===== src/rtl/vppc_pkg.sv =====
// ----------------------------------------------------------------------------
// vppc_pkg: shared types and constants of the voice pitch/volume/pan calculator
// Holds the item structs of both channels, the internal pan stage record and
// the fixed constants of the frequency clamp and the pan step scaling.
// ----------------------------------------------------------------------------
package vppc_pkg;

	// Register map: one register, index taken from paddr[2].
	localparam logic REG_OUTPUT_RATE = 1'b0;
	localparam logic [15:0] OUTPUT_RATE_RESET = 16'd32000;

	// Octave search: the top base and the number of halvings.
	localparam logic [22:0] OCT_TOP_BASE = 23'd5644800;
	localparam int unsigned OCT_MAX_HALVINGS = 15;

	// Pan stepping: the ratio 1000/708 is reduced to 250/177.
	localparam logic [7:0] PAN_NUM = 8'd250;
	localparam logic [7:0] PAN_DEN = 8'd177;
	localparam int unsigned PAN_MAX_STEPS = 15;
	// Rounded-up reciprocal of 177 with 32 fraction bits; exact for dividends below 2^24.
	localparam logic [63:0] PAN_RECIP = ((64'd1 << 32) + 64'd176) / 64'd177;
	// Numerator folded into the reciprocal so a step needs one constant multiply.
	localparam logic [63:0] PAN_MAGIC_W = PAN_RECIP * 64'd250;
	localparam logic [32:0] PAN_MAGIC = PAN_MAGIC_W[32:0];

	// Pan output codes.
	localparam logic [7:0] PAN_CENTER = 8'd128;
	localparam logic [7:0] PAN_LEFT_TOP = 8'd127;
	localparam logic [7:0] VOL_MAX = 8'd255;

	// Input item.
	typedef struct packed {
		logic [15:0] resample_rate;
		logic        two_part;
		logic [3:0]  down_shift;
		logic [15:0] level_left;
		logic [15:0] level_right;
	} vppc_voice_t;

	// Result item.
	typedef struct packed {
		logic [17:0] channel_freq;
		logic [7:0]  channel_volume;
		logic [7:0]  channel_pan;
	} vppc_chan_t;

	// Pan record that travels down the step stages.
	typedef struct packed {
		logic [15:0] hi;
		logic [15:0] lo;
		logic [3:0]  n;
		logic        left;
		logic        eq;
		logic [7:0]  vol;
	} vppc_pan_t;

endpackage


===== src/rtl/vppc_pan_step.sv =====
// ----------------------------------------------------------------------------
// vppc_pan_step: one registered 3 dB step of the pan ratio search
// While the quieter level scaled by 1000/708 stays below the louder one, the
// quieter level is scaled and the step count grows by one.
// ----------------------------------------------------------------------------
module vppc_pan_step (
	input  logic                clk,
	input  logic                en,
	input  vppc_pkg::vppc_pan_t pan_in,
	output vppc_pkg::vppc_pan_t pan_out
);
	import vppc_pkg::*;

	logic [23:0] lo_scaled;
	logic [23:0] hi_scaled;
	logic [48:0] lo_prod;
	vppc_pan_t   nxt;
	vppc_pan_t   pan_q;

	// Compare lo*250 against hi*177 and scale lo by the folded reciprocal.
	always_comb begin
		lo_scaled = 24'(pan_in.lo) * 24'(PAN_NUM);
		hi_scaled = 24'(pan_in.hi) * 24'(PAN_DEN);
		lo_prod   = 49'(pan_in.lo) * 49'(PAN_MAGIC);
		nxt       = pan_in;
		if (lo_scaled < hi_scaled) begin
			nxt.lo = lo_prod[47:32];
			nxt.n  = pan_in.n + 4'd1;
		end
	end

	always_ff @(posedge clk) begin
		if (en) begin
			pan_q <= nxt;
		end
	end

	assign pan_out = pan_q;

endmodule


===== config.mk =====
export PLATFORM = sky130hd
export DESIGN_NAME = vppc_pan_step
export DESIGN_NICKNAME = d
export VERILOG_FILES = /design/src/rtl/vppc_pkg.sv /design/src/rtl/vppc_pan_step.sv
export SDC_FILE = /design/constraint.sdc
export NUM_CORES = 1
export LEC_CHECK = 0
export ABC_AREA = 0
export BUFFER_PORTS_ARGS = -buffer_cell sky130_fd_sc_hd__buf_2
export CELL_PAD_IN_SITES_DETAIL_PLACEMENT = 2
export CELL_PAD_IN_SITES_GLOBAL_PLACEMENT = 2
export CORE_MARGIN = 4
export CORE_UTILIZATION = 38
export CTS_BUF_LIST = sky130_fd_sc_hd__clkbuf_8
export CTS_CLUSTER_SIZE = 25
export DETAILED_ROUTE_END_ITERATION = 8
export GPL_ROUTABILITY_DRIVEN = 0
export HOLD_SLACK_MARGIN = 0.02
export PLACE_DENSITY_LB_ADDON = 0.1
export SLEW_MARGIN = 20
export SYNTH_ARGS = -nofsm -noshare
export SYNTH_HDL_FRONTEND = slang
export SYNTH_SLANG_ARGS = --single-unit
export TNS_END_PERCENT = 30

===== constraint.sdc =====
create_clock -name clk -period 7.3 [get_ports clk]
set_clock_uncertainty 0.05 [all_clocks]
set_input_delay 1.095 -clock clk [delete_from_list [all_inputs] [get_ports clk]]
set_output_delay 1.095 -clock clk [all_outputs]
set_load 0.02 [all_outputs]

==> metrics.md, run 1 <==
| Metric | Value |
|---|---|
| Status | `finished clean` |
| Final antenna-violating net count | `0` |
| Root Driver | `clkbuf_8` |
| Fin nets | `2265` |
| Slew at the pin closest to its max-slew limit | `between 0.6 and 0.7 ns` |
| Most common cell after layout, fill and taps aside | `inv_1` |
| WHS | `0.884 ns` |
| Worst rel slew slack | `55.4%` |
| CTS tree | `done` |
| Row count | `70` |
| GR Overflow Total | `0` |
| Delay-heaviest family, CP | `adder cells` |
| DRC viols | `0` |
| CP Buf/Inv Count | `8` |
| Crit path largest cell delay | `0.57 ns` |
| Register area | `~1400 µm²` |
| CP Depth | `23` |
| #FFs+latches synth | `46` |
| Max FFs per register | `46` |
| Hold crit path type | `input pin to flop` |
| # IOs | `94` |
| Hold-fix buffers at CTS | `0` |
| Crit share post-route | `96.2%` |
| Setup CP Type | `input pin to flop` |
| Crit Path Max Fanout | `4` |
| CTS buffer count | `5` |
| Mean Syn Cell Area | `between 9 and 10 µm²` |
| Crit path cell chain | `buf_2 -> clkinvlp_4 -> buf_4 -> fa_1 -> inv_1 -> ha_1 -> inv_1 -> fa_1 -> fa_1 -> fa_1 -> inv_1 -> fa_1 -> ha_1 -> and4_1 -> and3_1 -> nand3_1 -> o221ai_2 -> o21ai_0 -> buf_4 -> o31ai_1 -> buf_4 -> mux2i_1 -> xnor2_1` |
| Clock Sinks | `46` |
| Mapped Area | `roughly 14000 µm²` |
| Worst Hold Depth | `1` |
| Most frequent cells in the layout | `428 x inv_1, 301 x ha_1, 225 x fa_1, 141 x buf_4, 92 x buf_2` |
| Share of layout cells above drive strength 1 | `about 17%` |
| Slowest-stage cell, CP | `fa_1` |
| First-pass GRT wire length | `75400 µm` |
| Vias in the first global route | `around 13000` |
| Largest net degree at the start of global routing | `47` |
| Syn_nets | `2033` |
| Synth top area cells | `fa_1 32%, ha_1 27%, inv_1 11%, edfxtp_1 9.8%, xnor2_1 2.1%` |
| Die X | `200 µm` |
| Max-Cap Viols | `0` |
| Cell count after synthesis | `1458` |
| Vias | `11200` |
| Core area | `between 30000 and 40000 µm²` |
| Drt wl/cell | `22.4 µm` |
| Initial DRC count | `437` |
| GRT Util Overall | `between 20% and 30%` |
| Synth warn | `0` |
| Routed WL | `slightly below 50000 µm` |
| Synth area leader | `fa_1` |
| Post-DP HPWL | `44100 µm` |
| Startpoint types | `input pin` |
| H-tree depth | `2` |
| Critical path data arrival time | `7.09 ns` |
| CTS clk-pin slew, worst paths | `0.12 ns` |
| Height of the die | `~200 µm` |
| Crit end category | `flop` |
| Fmax | `142 MHz` |
| Post-synth EDFFs | `46` |
| Fin crit period | `7.02 ns` |
| Most frequent CP cell | `fa_1` |
| Max Slew Vio Count | `0` |
| Setup tns final | `0 ns` |
| Critical Path RT | `7.36 ns` |
| Final Setup Violations | `0` |
| Starting Density | `38.5%` |
| Ys async rst share | `0%` |
| Initial antenna violation count | `1` |
| Clock Path Buffers | `2` |
| Hold Violations, Final | `0` |
| Ys flop type | `edfxtp_1` |
| Port Buffers | `93` |
| Final WS setup | `0.277 ns` |
| Final-layout fill cell count | `4008` |
| Synth cell types | `a little under 70` |
| Ant diodes | `0` |
| Area occupied by multi-input gates | `about 11000 µm²` |
| Die area | `between 40000 and 50000 µm²` |
| Setup slack at placement | `-0.294 ns` |
| Final Util | `44.8%` |
| Seq/Total Area, Yosys | `9.82%` |
| Vias/cell | `5.16` |
| DR pass1 iterations | `4` |
| Yosys top cell area share | `32.0%` |
| Synth-to-layout area growth | `16.4%` |
-- layout make-up --
cell class / instances / share of cell area [%]
clock buffer: 5 / 0.420
timing repair buffer: 237 / 9.76
clock inverter: 3 / 0.267
multi-input combinational: 970 / 67.7
sequential: 46 / 8.43
tap: 468 / 3.57
inverter: 430 / 9.88
-- what timing repair did --
| item | 4_1_cts | 5_1_grt |
|---|---|---|
| setup endpoints to repair | 0 | 20 |
| buffers inserted | 0 | 4 |
| resized for setup | 0 | 21 |
-- kinds of logic (layout without fill, tap and decap cells) --
kind of cell | after synthesis | after routing | synth area share, %
DFF | 46 | 46 | 9.82
xor gates and xnor gates | 44 | 44 | 2.74
and+or+nand+nor | 190 | 190 | 6.47
muxes | 7 | 7 | 0.525
adders and majority gates | 527 | 527 | 58.9
AOI/OAI and AO/OA | 202 | 202 | 9.69
buffers and inverters | 442 | 675 | 11.9
-- path summary, 6_finish.rpt --
path | startpoint | end | slack, ns
max | pan_in[22] | pan_out[29]$_DFFE_PP_ | 0.28
min | pan_in[6] | pan_out[6]$_DFFE_PP_ | 0.88
-- cell usage after synthesis, drive strengths merged (2+ instances only) --
cell type and instances:
a2111o 2, a2111oi 2, a211oi 9, a21boi 5, a21o 23, a21oi 52
a22o 2, a311oi 3, a31oi 9, a41oi 2, and2 4, and3 10
and4 4, buf 2, clkbuf 10, edfxtp 46, fa 225, ha 302
inv 430, mux2 3, mux2i 4, nand2 53, nand2b 6, nand3 23
nand4 9, nor2 51, nor2b 4, nor3 12, o211ai 8, o21a 9
o21ai 43, o21bai 8, o22a 2, o31ai 10, or2 7, or3 3
xnor2 33, xor2 11
-- through the flow --
stage,instance area [µm²],std cells
after floorplan,14100,1458
after global placement,16200,2147
after detailed placement,16200,2147
after CTS,16300,2155
after global routing,16400,2159
final,16400,2159
-- routing by layer --
layer,up-vias,track usage (%),routed length (µm)
met4,0,4.77,1100
met1,5781,32.9,22000
met5,-,0,0
li1,5131,-,-
met3,51,2.88,1690
met2,187,42.4,23600
Power of run 1 is not shown: default switching activity piles up to over one toggle a cycle in this logic, so the estimate is an artifact.
==> run 2, diff against run 1 <==
--- a/config.mk
+++ b/config.mk
@@ -16,7 +16,9 @@
 export DETAILED_ROUTE_END_ITERATION = 8
 export GPL_ROUTABILITY_DRIVEN = 0
 export HOLD_SLACK_MARGIN = 0.02
+export MAX_ROUTING_LAYER = met4
 export PLACE_DENSITY_LB_ADDON = 0.1
+export RECOVER_POWER = 50
 export SLEW_MARGIN = 20
 export SYNTH_ARGS = -nofsm -noshare
 export SYNTH_HDL_FRONTEND = slang
==> run 2 against run 1 <==
  * The run now ends with max-capacitance violations, max-slew violations left
  * Critical path depth unchanged
  * Worst hold slack is essentially flat
  * Core utilization decreased by 0.069 points
  * Worst setup slack got worse by 0.0042 ns
  * Maximum frequency about the same
  * Cell area is 0.15% lower
  * Sequential share of layout area about the same
  * Die area unchanged
  * Count of clock-buffer cells in the layout stayed put
  * Critical endpoint unchanged
==> metrics.md, run 2 (synthesized netlist as in run 1, its figures left out) <==
| Metric | Value |
|---|---|
| Status | `complete, but fails checks` |
| Failing checks | `max-capacitance violations, max-slew violations` |
| Crit end category | `flop` |
| Final antenna-violating net count | `0` |
| Final Util | `between 40% and 50%` |
| GRT Util Overall | `25.0%` |
| DR pass1 iterations | `5` |
| Crit path largest cell delay | `0.57 ns` |
| CP Depth | `23` |
| Root Driver | `clkbuf_8` |
| Initial DRC count | `425` |
| Synth-to-layout area growth | `16.2%` |
| Die X | `approximately 200 µm` |
| Most common cell after layout, fill and taps aside | `inv_1` |
| Final-layout fill cell count | `4014` |
| Crit path cell chain | `buf_2 -> clkinvlp_4 -> buf_4 -> fa_1 -> inv_1 -> ha_1 -> inv_1 -> fa_1 -> fa_1 -> fa_1 -> inv_1 -> fa_1 -> ha_1 -> and4_1 -> and3_1 -> nand3_1 -> o221ai_2 -> o21ai_0 -> buf_4 -> o31ai_1 -> buf_4 -> mux2i_1 -> xnor2_1` |
| CTS clk-pin slew, worst paths | `0.12 ns` |
| CTS tree | `done` |
| Largest net degree at the start of global routing | `47` |
| Drt wl/cell | `22.4 µm` |
| Routed WL | `between 40000 and 50000 µm` |
| Worst setup path start | `pan_in[22]` |
| Crit share post-route | `96.3%` |
| Worst rel slew slack | `-87.0%` |
| Die area | `40200 µm²` |
| Vias | `11100` |
| H-tree depth | `2` |
| Starting Density | `38.5%` |
| Row count | `70` |
| Initial antenna violation count | `1` |
| Hold Violations, Final | `0` |
| CP Buf/Inv Count | `8` |
| DRC viols | `0` |
| Most frequent CP cell | `fa_1` |
| Max-Cap Viols | `1` |
| Post-DP HPWL | `44100 µm` |
| Crit Path Max Fanout | `4` |
| Height of the die | `200 µm` |
| Critical path data arrival time | `7.09 ns` |
| Fmax | `around 140 MHz` |
| Most frequent cells in the layout | `428 x inv_1, 301 x ha_1, 225 x fa_1, 140 x buf_4, 75 x buf_2` |
| Final Setup Violations | `0` |
| Fin crit period | `7.03 ns` |
| Vias/cell | `about 5.2` |
| Setup CP Type | `input pin to flop` |
| Max FFs per register | `46` |
| First-pass GRT wire length | `~75000 µm` |
| Clock Path Buffers | `2` |
| Core area | `between 30000 and 40000 µm²` |
| Max Slew Vio Count | `47` |
| CTS buffer count | `5` |
| Ant diodes | `0` |
| Vias in the first global route | `12900` |
| Slew at the pin closest to its max-slew limit | `2.80 ns` |
| Hold crit path type | `input pin to flop` |
| # IOs | `94` |
| Share of layout cells above drive strength 1 | `~16%` |
| Startpoint types | `input pin` |
| Setup crit end | `pan_out[29]$_DFFE_PP_` |
| Fin nets | `2265` |
| Hold-fix buffers at CTS | `0` |
| Slowest-stage cell, CP | `fa_1` |
| Critical Path RT | `7.36 ns` |
| Clock Sinks | `46` |
| Port Buffers | `93` |
| Delay-heaviest family, CP | `adder cells` |
| GR Overflow Total | `0` |
[run 2: layer usage]
layer | GRT usage, % | vias to the layer above | share of wire (%)
met5 | - | - | 0
met2 | 42.4 | 171 | 49
li1 | - | 5133 | -
met3 | 2.84 | 45 | 3.2
met1 | 32.9 | 5800 | 46
met4 | 4.77 | 0 | 2.1
[run 2: how the worst min path moves through the flow]
stage               startpoint              endpoint  slack, ns  depth (start not counted)
finish               pan_in[6]  pan_out[6]$_DFFE_PP_       0.88                          1
detailed placement   pan_in[6]  pan_out[6]$_DFFE_PP_       1.22                          1
floorplan            pan_in[0]  pan_out[0]$_DFFE_PP_       1.14                          0
CTS                  pan_in[6]  pan_out[6]$_DFFE_PP_       0.87                          1
global placement     pan_in[0]  pan_out[0]$_DFFE_PP_       1.22                          1
global route         pan_in[0]  pan_out[0]$_DFFE_PP_       0.87                          1
[run 2: area by class of cell]
type                    instances  area, µm²  area share [%]
multi-input cells             970      11100            67.8
inverters                     430       1620            9.89
repair buffers                237       1570            9.62
flip-flops and latches         46       1380            8.45
well taps                     468        586            3.58
clock buffers                   5       68.8           0.421
clock inverters                 3       43.8           0.268
[run 2: metrics by stage]
step	hold slack [ns]	setup WS, ns	TNS, ns	cells	area (µm²)
3_3_place_gp	1.22	-0.117	-0.434	2147	16200
2_1_floorplan	1.14	0.271	0	1458	14100
3_5_place_dp	1.22	-0.294	-3.83	2147	16200
4_1_cts	0.867	0.0379	0	2155	16300
6_report	0.884	0.273	0	2159	16400
5_1_grt	0.870	-0.00451	-0.0101	2159	16400
[run 2: what timing repair did]
| item | CTS | global route |
|---|---|---|
| setup buffers | 0 | 4 |
| setup endpoints to repair | 0 | 20 |
| resized for setup | 0 | 21 |
Power of run 2 is left out for the same reason.
