==> config.mk <==
export PLATFORM = sky130hd
export DESIGN_NAME = vppc_freq
export DESIGN_NICKNAME = d
export VERILOG_FILES = /design/src/rtl/vppc_pkg.sv /design/src/rtl/vppc_freq.sv
export SDC_FILE = /design/constraint.sdc
export NUM_CORES = 1
export LEC_CHECK = 0
export CORE_UTILIZATION = 45
export DETAILED_ROUTE_END_ITERATION = 10
export DONT_BUFFER_PORTS = 1
export GPL_ROUTABILITY_DRIVEN = 0
export MAX_ROUTING_LAYER = met4
export SLEW_MARGIN = 20
export SYNTH_ARGS = -nofsm -noshare
export SYNTH_HDL_FRONTEND = slang
export SYNTH_SLANG_ARGS = --single-unit
export TNS_END_PERCENT = 5
==> constraint.sdc <==
create_clock -name clk -period 8.95 [get_ports clk]
set_input_delay 0.895 -clock clk [delete_from_list [all_inputs] [get_ports clk]]
set_output_delay 0.895 -clock clk [all_outputs]
set_load 0.02 [all_outputs]
==> src/rtl/vppc_pkg.sv <==
// ----------------------------------------------------------------------------
// vppc_pkg: shared types and constants of the voice pitch/volume/pan calculator
// Holds the item structs of both channels, the internal pan stage record and
// the fixed constants of the frequency clamp and the pan step scaling.
// ----------------------------------------------------------------------------
package vppc_pkg;

	// Register map: one register, index taken from paddr[2].
	localparam logic REG_OUTPUT_RATE = 1'b0;
	localparam logic [15:0] OUTPUT_RATE_RESET = 16'd32000;

	// Octave search: the top base and the number of halvings.
	localparam logic [22:0] OCT_TOP_BASE = 23'd5644800;
	localparam int unsigned OCT_MAX_HALVINGS = 15;

	// Pan stepping: the ratio 1000/708 is reduced to 250/177.
	localparam logic [7:0] PAN_NUM = 8'd250;
	localparam logic [7:0] PAN_DEN = 8'd177;
	localparam int unsigned PAN_MAX_STEPS = 15;
	// Rounded-up reciprocal of 177 with 32 fraction bits; exact for dividends below 2^24.
	localparam logic [63:0] PAN_RECIP = ((64'd1 << 32) + 64'd176) / 64'd177;
	// Numerator folded into the reciprocal so a step needs one constant multiply.
	localparam logic [63:0] PAN_MAGIC_W = PAN_RECIP * 64'd250;
	localparam logic [32:0] PAN_MAGIC = PAN_MAGIC_W[32:0];

	// Pan output codes.
	localparam logic [7:0] PAN_CENTER = 8'd128;
	localparam logic [7:0] PAN_LEFT_TOP = 8'd127;
	localparam logic [7:0] VOL_MAX = 8'd255;

	// Input item.
	typedef struct packed {
		logic [15:0] resample_rate;
		logic        two_part;
		logic [3:0]  down_shift;
		logic [15:0] level_left;
		logic [15:0] level_right;
	} vppc_voice_t;

	// Result item.
	typedef struct packed {
		logic [17:0] channel_freq;
		logic [7:0]  channel_volume;
		logic [7:0]  channel_pan;
	} vppc_chan_t;

	// Pan record that travels down the step stages.
	typedef struct packed {
		logic [15:0] hi;
		logic [15:0] lo;
		logic [3:0]  n;
		logic        left;
		logic        eq;
		logic [7:0]  vol;
	} vppc_pan_t;

endpackage

==> src/rtl/vppc_freq.sv <==
// ----------------------------------------------------------------------------
// vppc_freq: three-stage playback frequency path
// Stage 1 multiplies the resampling rate by the output rate, stage 2 applies
// the two-part doubling, the downsample shift and the floor of 1, stage 3
// runs the octave search and clamps below twice the base found.
// ----------------------------------------------------------------------------
module vppc_freq (
	input  logic                 clk,
	input  logic                 en,
	input  logic [15:0]          rate,
	input  vppc_pkg::vppc_voice_t voice,
	output logic [17:0]          freq
);
	import vppc_pkg::*;

	logic [31:0] prod_s1;
	logic        two_s1;
	logic [3:0]  shift_s1;
	logic [17:0] freq_s2;
	logic [17:0] freq_s3;

	logic [16:0] f_int;
	logic [17:0] f_dbl;
	logic [17:0] f_shr;
	logic [3:0]  sel;
	logic [22:0] base;
	logic [23:0] base_x2;
	logic [17:0] f_clamp;

	// Stage 1: rate product.
	always_ff @(posedge clk) begin
		if (en) begin
			prod_s1  <= 32'(voice.resample_rate) * 32'(rate);
			two_s1   <= voice.two_part;
			shift_s1 <= voice.down_shift;
		end
	end

	// Drop the fraction bits, double for two-part samples, downsample, floor at 1.
	always_comb begin
		f_int = prod_s1[31:15];
		f_dbl = two_s1 ? {f_int, 1'b0} : {1'b0, f_int};
		f_shr = f_dbl >> shift_s1;
		if (f_shr == 18'd0) begin
			f_shr = 18'd1;
		end
	end

	always_ff @(posedge clk) begin
		if (en) begin
			freq_s2 <= f_shr;
		end
	end

	// Octave search: the first base, halving from the top, that the frequency reaches.
	always_comb begin
		sel = 4'(OCT_MAX_HALVINGS);
		for (int k = OCT_MAX_HALVINGS - 1; k >= 0; k--) begin
			if ({5'd0, freq_s2} >= (OCT_TOP_BASE >> k)) begin
				sel = 4'(k);
			end
		end
		base    = OCT_TOP_BASE >> sel;
		base_x2 = {base, 1'b0};
		if ({6'd0, freq_s2} >= base_x2) begin
			f_clamp = 18'(base_x2 - 24'd1);
		end else begin
			f_clamp = freq_s2;
		end
	end

	always_ff @(posedge clk) begin
		if (en) begin
			freq_s3 <= f_clamp;
		end
	end

	assign freq = freq_s3;

endmodule

==> Implementation_results.wiki, run 1 <==
{| class="wikitable"
! Metric !! Value
|-
| Outcome || finished, violations left
|-
| Violated checks || design-rule violations
|-
| Dominant synthesized flop cell || sky130_fd_sc_hd__edfxtp_1
|-
| CP max stage delay || 730 ps
|-
| Post-Synthesis Mean Instance Area || 9.191 µm²
|-
| Post-route setup TNS || 0 ps
|-
| Share of synthesized area occupied by flip-flops and latches || 14.36%
|-
| Avg WL per Cell || 16.75 µm
|-
| Postcts setup bufs || 0
|-
| Worst-margin pin slew || 896.2 ps
|-
| Num CTS Buffers || 9
|-
| Maximum achievable frequency || 144.5 MHz
|-
| Deepest clock path buffer count || 2
|-
| Kind of launch point of the worst setup path || primary input
|-
| Critical path start-end classification || primary input to register
|-
| Hold-critical path depth || 1
|-
| Worst Setup SP || voice[42]
|-
| Start of the worst register-to-register path || freq_s2[13]$_SDFFCE_PN0P_
|-
| Non-Filler Cell Area, Final || 12590 µm²
|-
| Count of inserted antenna diode cells || 0
|-
| Share of async-settable or async-resettable flops after synthesis || 0%
|-
| Standard-cell rows || 59
|-
| Beginning of the worst hold path || freq_s2[0]$_SDFFCE_PN1P_
|-
| Slack of the worst reg-to-reg path || 2620 ps
|-
| Setup repair after global routing missed its margin || false
|-
| First-pass detailed-route iteration total || 8
|-
| Max-Slew Margin vs Limit || 40.25%
|-
| Leakage power || 6.133 nW
|-
| Initial standard-cell utilization of the core || 46.16%
|-
| Post-synth cell types || 75
|-
| Tightest Hold Check Type || register to register
|-
| Final setup skew || 8.395 ps
|-
| Count of hold buffers inserted by post-cts repair || 0
|-
| Overall global routing resource usage || 21.40%
|-
| Count of placed standard cells including taps || 1595
|-
| Clock tree from TritonCTS || built
|-
| Wire length of the first global-routing pass || 45780 µm
|-
| Dominant cell type by area after synthesis || sky130_fd_sc_hd__fa_1
|-
| DP Wirelength || 21070 µm
|-
| Final Power || 4.222 mW
|-
| Sort of element at the end of the critical path || register
|-
| Area Overhead vs Synth || 3.775%
|-
| Pin count of the biggest net entering global routing || 59
|-
| Area share of the largest cell type after synthesis || 31.85%
|-
| Most common cell after layout, fill and taps aside || sky130_fd_sc_hd__inv_1
|-
| Gate count of the mapped netlist || 1320
|-
| Number of non-filler instances in the completed layout || 1611
|-
| Ratio of routed vias to standard cells || 5.413
|-
| CTS root buf || sky130_fd_sc_hd__clkbuf_16
|-
| Number of hold violations in the final report || 0
|-
| Crit path max-delay cell type || sky130_fd_sc_hd__a2111oi_0
|-
| GRT Residual Overflow || 0
|-
| I/O pins || 89
|-
| Commonest cells after routing, fill and taps aside || 240 x sky130_fd_sc_hd__inv_1, 214 x sky130_fd_sc_hd__nand2_1, 193 x sky130_fd_sc_hd__fa_1
|-
| Time the final worst path needs with I/O delays and setup || 6922 ps
|-
| Final-report setup violation count || 0
|-
| Detailed-route via count || 8720
|-
| Chip Width || 166.2 µm
|-
| Share of the clock period used by the worst path after layout || 77.35%
|-
| Wire length after detailed routing || 26980 µm
|-
| List of cells traversed by the critical path || nand2_1, fa_1, inv_1, fa_1, inv_1, fa_1, fa_1, inv_1, fa_1, fa_1, ha_1, a2111oi_0, o21ai_0, a41oi_1, o21ai_0, a31oi_1, o31ai_1, o31ai_1, xnor2_1
|-
| Top cells by area in the synthesized netlist || sky130_fd_sc_hd__fa_1 32%, sky130_fd_sc_hd__edfxtp_1 14%, sky130_fd_sc_hd__ha_1 13%, sky130_fd_sc_hd__inv_1 7.4%, sky130_fd_sc_hd__nand2_1 6.6%
|-
| Netlist area before placement || 12130 µm²
|-
| H-Tree Depth || 3
|-
| WP data required || 9030 ps
|-
| Largest fanout of any net on the critical path || 16
|-
| Number of instances resized during post-cts repair || 0
|-
| Count of state elements after synthesis || 58
|-
| CTS clock-pin slew for the worst setup and hold paths || 50 ps
|-
| Final-report max-slew violation count || 0
|-
| Post-route DRC violation count || 4
|-
| Die Footprint || 27620 µm²
|-
| Worst-Skew Late Latency || 340 ps
|-
| Sink of the worst hold path || freq[0]$_SDFFCE_PP1P_
|-
| Core region area || 26280 µm²
|-
| Number of flops mapped to enable cells by yosys || 58
|-
| Cell Area, Placed || 12280 µm²
|-
| Port Buf Inserts || 0
|-
| Total of warnings raised by yosys || 0
|-
| Data arrival time of the critical path || 7000 ps
|-
| Vias in the first global route || 9253
|-
| Net count of the mapped netlist || 1706
|-
| IR drop worst, VDD || 289.6 µV
|-
| R2R depth || 19
|-
| Clock Sink Count || 58
|-
| Critical register-to-register path endpoint || freq[11]$_DFFE_PP_
|-
| Drt initial violations || 519
|-
| Power per Cell Area || 335.4 nW/µm²
|-
| DIE HEIGHT || 166.2 µm
|-
| Initial antenna violation count || 0
|-
| Share of cells above drive strength 1 || 3.840%
|-
| Number of filler instances in the final layout || 2538
|-
| Maxcap violations || 0
|-
| Post-DRT Antenna Nets || 0
|-
| Final-stage net count || 1657
|-
| Crit path top cell by count || sky130_fd_sc_hd__fa_1
|}
per-layer routing:
metal / vias to the layer above / global-route usage [%] / part of all wire, %
li1: 4126 / - / -
met4: 0 / 6.501 / 2.4
met5: - / - / 0
met2: 202 / 35.88 / 49
met1: 4343 / 26.82 / 44
met3: 49 / 2.979 / 4.1
worst max-delay path by stage:
stage / endpoint / slack (ps)
finish: prod_s1[23]$_DFFE_PP_ / 2030
global placement: prod_s1[23]$_DFFE_PP_ / 1830
global route: prod_s1[23]$_DFFE_PP_ / 1670
floorplan: prod_s1[23]$_DFFE_PP_ / 2390
CTS: prod_s1[23]$_DFFE_PP_ / 2120
detailed placement: prod_s1[23]$_DFFE_PP_ / 1780
where the power goes:
part	internal (mW)	switching (mW)	total [mW]	leakage, nW
registers	0.546	0.0997	0.646	0.578
logic	1.44	1.77	3.21	5.41
clock network	0.243	0.122	0.364	0.143
worst max-delay path: cells and delay by family:
family          cells  cell delay, ps
compound gates      7            2460
xor+xnor            1             100
fa+ha+maj           7            3320
buf+inv             3             150
simple gates        1              60
Yosys cell counts, drive strengths merged, types with 3 or more instances:
cell type / n
a211o: 5
a211oi: 7
a21o: 16
a21oi: 35
a31oi: 6
and2: 91
and3: 5
buf: 14
clkbuf: 46
edfxtp: 58
fa: 193
ha: 122
inv: 242
mux2: 14
mux2i: 30
nand2: 214
nand2b: 5
nand3: 13
nand4: 4
nor2: 35
nor2b: 3
nor3: 18
nor4: 6
o211ai: 5
o21ai: 38
o21bai: 3
o22ai: 3
o31ai: 6
o41ai: 4
or2: 7
or3: 3
or4: 7
xnor2: 16
xor2: 9
through the flow:
step	hold slack [ps]	util [%]	setup slack [ps]
after CTS	597.4	47.91	2119
after global routing	626.1	47.91	1667
after detailed placement	585.6	46.72	1784
final	598.0	47.91	2028
after global placement	588.8	46.72	1827
after floorplan	521.6	-	2395
sequential cells by signal (all words and copies together) (netlist names):
| register | cells |
|---|---|
| prod_s1 | 17 |
| freq | 18 |
| two_s1 | 1 |
| shift_s1 | 4 |
| freq_s2 | 18 |
cell families after synthesis:
logic type | count (synthesis) | share of synthesized area, %
and+or+nand+nor | 424 | 17.08
adders and majority gates | 315 | 44.43
buffers and inverters | 302 | 9.736
AOI/OAI and AO/OA | 150 | 8.385
DFF | 58 | 14.36
muxes | 46 | 4.208
xor gates and xnor gates | 25 | 1.805
area by class of cell:
type / instances / area (µm²) / area share [%]
sequential: 58 / 1742 / 13.83
inverter: 242 / 908.4 / 7.215
tap: 335 / 419.2 / 3.329
clock buffer: 11 / 232.7 / 1.849
clock inverter: 5 / 78.83 / 0.6261
multi-input combinational: 960 / 9209 / 73.15
Power figures use the tool's default switching activity.
==> run 2: changes to the inputs <==
- clock period: 8.95 -> 5.7 ns (I/O delays scaled with it)
==> run 2 against run 1 <==
Net effect: the run still ends with design-rule violations left; worst hold slack got worse by 260 ps; sequential power increased by 54%; clock skew grew 2.0 ps; sequential share of layout area decreased by 0.50 points.
==> Implementation_results.wiki, run 2 (synthesis results as in run 1) <==
{| class="wikitable"
! Metric !! Value
|-
| CTS root buf || sky130_fd_sc_hd__clkbuf_16
|-
| Worst Setup Slack, final || 47.89 ps
|-
| Area Overhead vs Synth || 7.632%
|-
| Slack of the worst reg-to-reg path || 400 ps
|-
| Detailed-route via count || 8948
|-
| Minimum hold slack || 339.8 ps
|-
| Tightest Hold Check Type || primary input to register
|-
| Largest delay share family, worst path || adder cells
|-
| Crit path top cell by count || sky130_fd_sc_hd__fa_1
|-
| Post-DRT Antenna Nets || 0
|-
| Overall global routing resource usage || 22.62%
|-
| GRT Residual Overflow || 0
|-
| Die Footprint || 27620 µm²
|-
| Clock Sink Count || 58
|-
| Power per Cell Area || 625.8 nW/µm²
|-
| Drt initial violations || 582
|-
| Largest fanout of any net on the critical path || 16
|-
| Port Buf Inserts || 0
|-
| Avg WL per Cell || 17.50 µm
|-
| Number of buffers and inverters on the critical path || 5
|-
| Wire length of the first global-routing pass || 48470 µm
|-
| Count of inserted antenna diode cells || 0
|-
| DIE HEIGHT || 166.2 µm
|-
| Number of hold violations in the final report || 0
|-
| Clock tree from TritonCTS || built
|-
| Core region area || 26280 µm²
|-
| Beginning of the worst hold path || voice[33]
|-
| Critical register-to-register path endpoint || freq[12]$_DFFE_PP_
|-
| Post-route DRC violation count || 4
|-
| Standard-cell rows || 59
|-
| Setup repair after global routing missed its margin || true
|-
| Setup slack at placement || -668.1 ps
|-
| Final Power || 8.172 mW
|-
| Pin count of the biggest net entering global routing || 59
|-
| Crit path max-delay cell type || sky130_fd_sc_hd__fa_1
|-
| Max-Slew Margin vs Limit || 38.71%
|-
| Number of filler instances in the final layout || 2509
|-
| DP Wirelength || 22120 µm
|-
| Commonest cells after routing, fill and taps aside || 238 x sky130_fd_sc_hd__inv_1, 209 x sky130_fd_sc_hd__nand2_1, 191 x sky130_fd_sc_hd__fa_1
|-
| H-Tree Depth || 3
|-
| Postcts setup bufs || 0
|-
| Leakage power || 6.324 nW
|-
| Chip Width || 166.2 µm
|-
| Ratio of routed vias to standard cells || 5.436
|-
| Violated checks || design-rule violations
|-
| Time the final worst path needs with I/O delays and setup || 5652 ps
|-
| Count of hold buffers inserted by post-cts repair || 0
|-
| Post-route setup TNS || 0 ps
|-
| Worst-Skew Late Latency || 330 ps
|-
| Kind of launch point of the worst setup path || primary input
|-
| Share of the clock period used by the worst path after layout || 99.16%
|-
| I/O pins || 89
|-
| Initial standard-cell utilization of the core || 46.16%
|-
| Final-report setup violation count || 0
|-
| R2R depth || 21
|-
| Sort of element at the end of the critical path || register
|-
| First-pass detailed-route iteration total || 8
|-
| Deepest clock path buffer count || 2
|-
| WP data required || 5770 ps
|-
| Data arrival time of the critical path || 5720 ps
|-
| Maximum achievable frequency || 176.9 MHz
|-
| Initial antenna violation count || 0
|-
| Wire length after detailed routing || 28810 µm
|-
| Most common cell after layout, fill and taps aside || sky130_fd_sc_hd__inv_1
|-
| List of cells traversed by the critical path || nand2_2, fa_1, inv_2, fa_1, inv_2, fa_1, fa_1, inv_1, fa_1, fa_1, ha_4, a2111oi_4, o21ai_1, a41oi_2, buf_4, o21ai_2, a31oi_2, buf_4, o31ai_2, o31ai_1, xnor2_1
|-
| Sink of the worst hold path || shift_s1[1]$_DFFE_PP_
|-
| Critical path start-end classification || primary input to register
|-
| CP max stage delay || 540 ps
|-
| Vias in the first global route || 9501
|-
| Num CTS Buffers || 9
|-
| Final setup skew || 10.37 ps
|-
| CTS clock-pin slew for the worst setup and hold paths || 50 ps
|-
| IR drop worst, VDD || 445.7 µV
|-
| Hold-critical path depth || 0
|-
| Final-report max-slew violation count || 0
|-
| Start of the worst register-to-register path || freq_s2[2]$_SDFFCE_PN0P_
|-
| Worst-margin pin slew || 919.4 ps
|-
| Maxcap violations || 0
|-
| Non-Filler Cell Area, Final || 13060 µm²
|-
| Final-stage net count || 1693
|-
| Share of cells above drive strength 1 || 9.306%
|-
| Cell Area, Placed || 12670 µm²
|-
| Outcome || finished, violations left
|}
==> run 2: cell types whose count changed in the layout (fill, tap and decap cells not counted), sizes merged <==
| cell | before | now |
|---|---|---|
| buf | 0 | 36 |
| bufinv | 2 | 1 |
| clkinvlp | 2 | 1 |
| clkinv | 1 | 3 |
| clkbuf | 11 | 10 |
==> run 2: routing by layer <==
metal / share of wire, % / up-vias / wire [µm] / track usage, %
li1: - / 4204 / - / -
met1: 44 / 4438 / 12740 / 29.06
met2: 48 / 263 / 13910 / 37.92
met3: 5.6 / 43 / 1626 / 3.265
met4: 1.8 / 0 / 532 / 4.835
met5: 0 / - / 0 / -
==> run 2: what timing repair did <==
item | 4_1_cts | 5_1_grt
resized for setup | 6 | 12
endpoints found under the setup margin | 14 | 31
pin swaps | 1 | 5
endpoints found under the hold margin | 0 | 0
==> run 2: worst max-delay path by stage <==
stage                          from                    end  slack, ps  cells after the start
after global routing      voice[42]  prod_s1[23]$_DFFE_PP_       -200                     21
after global placement    voice[42]  prod_s1[23]$_DFFE_PP_       -490                     21
final                     voice[42]  prod_s1[23]$_DFFE_PP_         50                     21
after floorplan             rate[5]  prod_s1[23]$_DFFE_PP_        -70                     20
after CTS                 voice[42]  prod_s1[23]$_DFFE_PP_         30                     21
after detailed placement  voice[42]  prod_s1[23]$_DFFE_PP_       -670                     21
==> run 2: through the flow <==
step | utilization, % | cells
floorplan | - | 1320
global placement | 48.23 | 1631
detailed placement | 48.23 | 1631
CTS | 49.48 | 1646
global route | 49.69 | 1646
finish | 49.69 | 1646
==> run 2: final cells by class <==
type                            count  area (µm²)  area share (%)
Multi-Input combinational cell    960        9433           72.24
Sequential cell                    58        1742           13.34
Inverter                          242       908.4           6.957
Tap cell                          335       419.2           3.210
Timing Repair Buffer               36       270.3           2.070
Clock buffer                       10       229.0           1.754
Clock inverter                      5       56.30          0.4312
==> run 2: power breakdown <==
part / switching [mW] / leakage [nW] / internal [mW] / total (mW)
Sequential: 0.138 / 0.578 / 0.858 / 0.995
Clock: 0.189 / 0.138 / 0.335 / 0.523
Combinational: 3.31 / 5.61 / 3.34 / 6.65
==> run 3: changes to the inputs <==
- CELL_PAD_IN_SITES_DETAIL_PLACEMENT: default -> 0
- CELL_PAD_IN_SITES_GLOBAL_PLACEMENT: default -> 1
- PLACE_DENSITY_LB_ADDON: default -> 0.1
==> run 3 against run 2 <==
Net effect: wire length is 4.7% higher; sequential share of layout area is 0.076 points lower; the run still ends with design-rule violations left; sequential power hardly changed; critical path type unchanged; highest routed layer unchanged.
==> Implementation_results.wiki, run 3 (synthesis results as in run 1) <==
{| class="wikitable"
! Metric !! Value
|-
| Outcome || finished, violations left
|-
| Violated checks || design-rule violations
|-
| Start of the worst register-to-register path || freq_s2[16]$_SDFFCE_PN0P_
|-
| Post-route setup TNS || 0 ps
|-
| Maxcap violations || 0
|-
| Post-layout utilization of the core || 49.97%
|-
| Critical register-to-register path endpoint || freq[11]$_DFFE_PP_
|-
| I/O pins || 89
|-
| Setup slack at placement || -650.6 ps
|-
| Most common cell after layout, fill and taps aside || sky130_fd_sc_hd__inv_1
|-
| CTS clock-pin slew for the worst setup and hold paths || 60 ps
|-
| Minimum hold slack || 323.0 ps
|-
| Standard-cell rows || 59
|-
| Beginning of the worst hold path || voice[32]
|-
| Count of hold buffers inserted by post-cts repair || 0
|-
| Die Footprint || 27620 µm²
|-
| Worst Setup SP || voice[42]
|-
| Number of hold violations in the final report || 0
|-
| Maximum achievable frequency || 178.7 MHz
|-
| Worst-margin pin slew || 922.5 ps
|-
| Final Power || 8.170 mW
|-
| GRT Residual Overflow || 0
|-
| Overall global routing resource usage || 23.71%
|-
| Port Buf Inserts || 0
|-
| Worst-Skew Late Latency || 340 ps
|-
| Time the final worst path needs with I/O delays and setup || 5595 ps
|-
| Post-DRT Antenna Nets || 0
|-
| Share of the clock period used by the worst path after layout || 98.16%
|-
| Sort of element at the end of the critical path || register
|-
| Clock tree from TritonCTS || built
|-
| Pin count of the biggest net entering global routing || 59
|-
| CTS root buf || sky130_fd_sc_hd__clkbuf_16
|-
| Post-route DRC violation count || 5
|-
| Final-report setup violation count || 0
|-
| Count of placed standard cells including taps || 1637
|-
| Final-stage net count || 1699
|-
| Clock Sink Count || 58
|-
| Termination of the worst setup path || prod_s1[23]$_DFFE_PP_
|-
| Wire length of the first global-routing pass || 49840 µm
|-
| Slack of the worst reg-to-reg path || 350 ps
|-
| Number of non-filler instances in the completed layout || 1654
|-
| IR drop worst, VDD || 466.3 µV
|-
| Tightest Hold Check Type || primary input to register
|-
| Largest fanout of any net on the critical path || 16
|-
| First-pass detailed-route iteration total || 8
|-
| Share of cells above drive strength 1 || 9.636%
|-
| Setup repair after global routing missed its margin || true
|-
| Power per Cell Area || 622.1 nW/µm²
|-
| Commonest cells after routing, fill and taps aside || 240 x sky130_fd_sc_hd__inv_1, 209 x sky130_fd_sc_hd__nand2_1, 190 x sky130_fd_sc_hd__fa_1
|-
| Leakage power || 6.363 nW
|-
| Non-Filler Cell Area, Final || 13130 µm²
|-
| H-Tree Depth || 3
|-
| Critical path start-end classification || primary input to register
|-
| Worst Setup Slack, final || 104.7 ps
|-
| DP Wirelength || 23080 µm
|-
| Area Overhead vs Synth || 8.251%
|-
| Core region area || 26280 µm²
|-
| DIE HEIGHT || 166.2 µm
|-
| Cell Area, Placed || 12720 µm²
|-
| Initial antenna violation count || 1
|-
| Final-report max-slew violation count || 0
|-
| Final setup skew || 9.696 ps
|-
| Num CTS Buffers || 9
|-
| WP data required || 5790 ps
|-
| Chip Width || 166.2 µm
|-
| Vias in the first global route || 9168
|-
| Data arrival time of the critical path || 5680 ps
|-
| Avg WL per Cell || 18.23 µm
|-
| Detailed-route via count || 8818
|-
| Deepest clock path buffer count || 2
|-
| Kind of launch point of the worst setup path || primary input
|-
| Max-Slew Margin vs Limit || 38.50%
|-
| Initial standard-cell utilization of the core || 46.16%
|-
| Wire length after detailed routing || 30160 µm
|-
| Drt initial violations || 490
|-
| Ratio of routed vias to standard cells || 5.331
|-
| R2R depth || 19
|}
[run 3: area by class of cell]
type	instances	area, µm²
antenna	1	2.502
clock inverter	7	101.3
tap	335	419.2
multi-input combinational	960	9419
clock buffer	9	225.2
inverter	242	908.4
timing repair buffer	42	315.3
fill	2531	13150
sequential	58	1742
[run 3: layer usage]
metal	up-vias	share of wire [%]	GRT usage (%)
met3	28	4.9	3.765
met1	4386	48	31.70
li1	4211	-	-
met5	-	0	-
met4	0	1.2	4.470
met2	193	46	38.25
[run 3: what timing repair did]
| action | CTS | global route |
|---|---|---|
| setup endpoints to repair | 15 | 29 |
| pin swaps | 1 | 3 |
| buffers inserted | 0 | 0 |
| resized for setup | 3 | 11 |
[run 3: worst min-delay path by stage]
stage / end / cells past startpoint
after floorplan: freq[0]$_SDFFCE_PP1P_ / 1
after global placement: shift_s1[2]$_DFFE_PP_ / 0
after detailed placement: freq[0]$_SDFFCE_PP1P_ / 1
after global routing: shift_s1[0]$_DFFE_PP_ / 0
after CTS: shift_s1[0]$_DFFE_PP_ / 0
final: shift_s1[0]$_DFFE_PP_ / 0
[run 3: report_power, final]
part	total [mW]	switching (mW)	internal [mW]
combinational	6.58	3.25	3.33
clock	0.594	0.209	0.385
sequential	0.998	0.140	0.857
total	8.17	3.60	4.57
[run 3: worst max-delay path: stages]
cell and delay, ps:
sky130_fd_sc_hd__nand2_2 40, sky130_fd_sc_hd__fa_1 520, sky130_fd_sc_hd__inv_1 50, sky130_fd_sc_hd__fa_1 550
sky130_fd_sc_hd__inv_1 50, sky130_fd_sc_hd__fa_1 450, sky130_fd_sc_hd__fa_1 490, sky130_fd_sc_hd__inv_1 50
sky130_fd_sc_hd__fa_1 450, sky130_fd_sc_hd__fa_1 540, sky130_fd_sc_hd__ha_4 220, sky130_fd_sc_hd__a2111oi_4 330
sky130_fd_sc_hd__o21ai_1 150, sky130_fd_sc_hd__a41oi_2 230, sky130_fd_sc_hd__buf_4 170, sky130_fd_sc_hd__o21ai_2 70
sky130_fd_sc_hd__a31oi_2 280, sky130_fd_sc_hd__o31ai_2 120, sky130_fd_sc_hd__o31ai_1 240, sky130_fd_sc_hd__xnor2_1 90
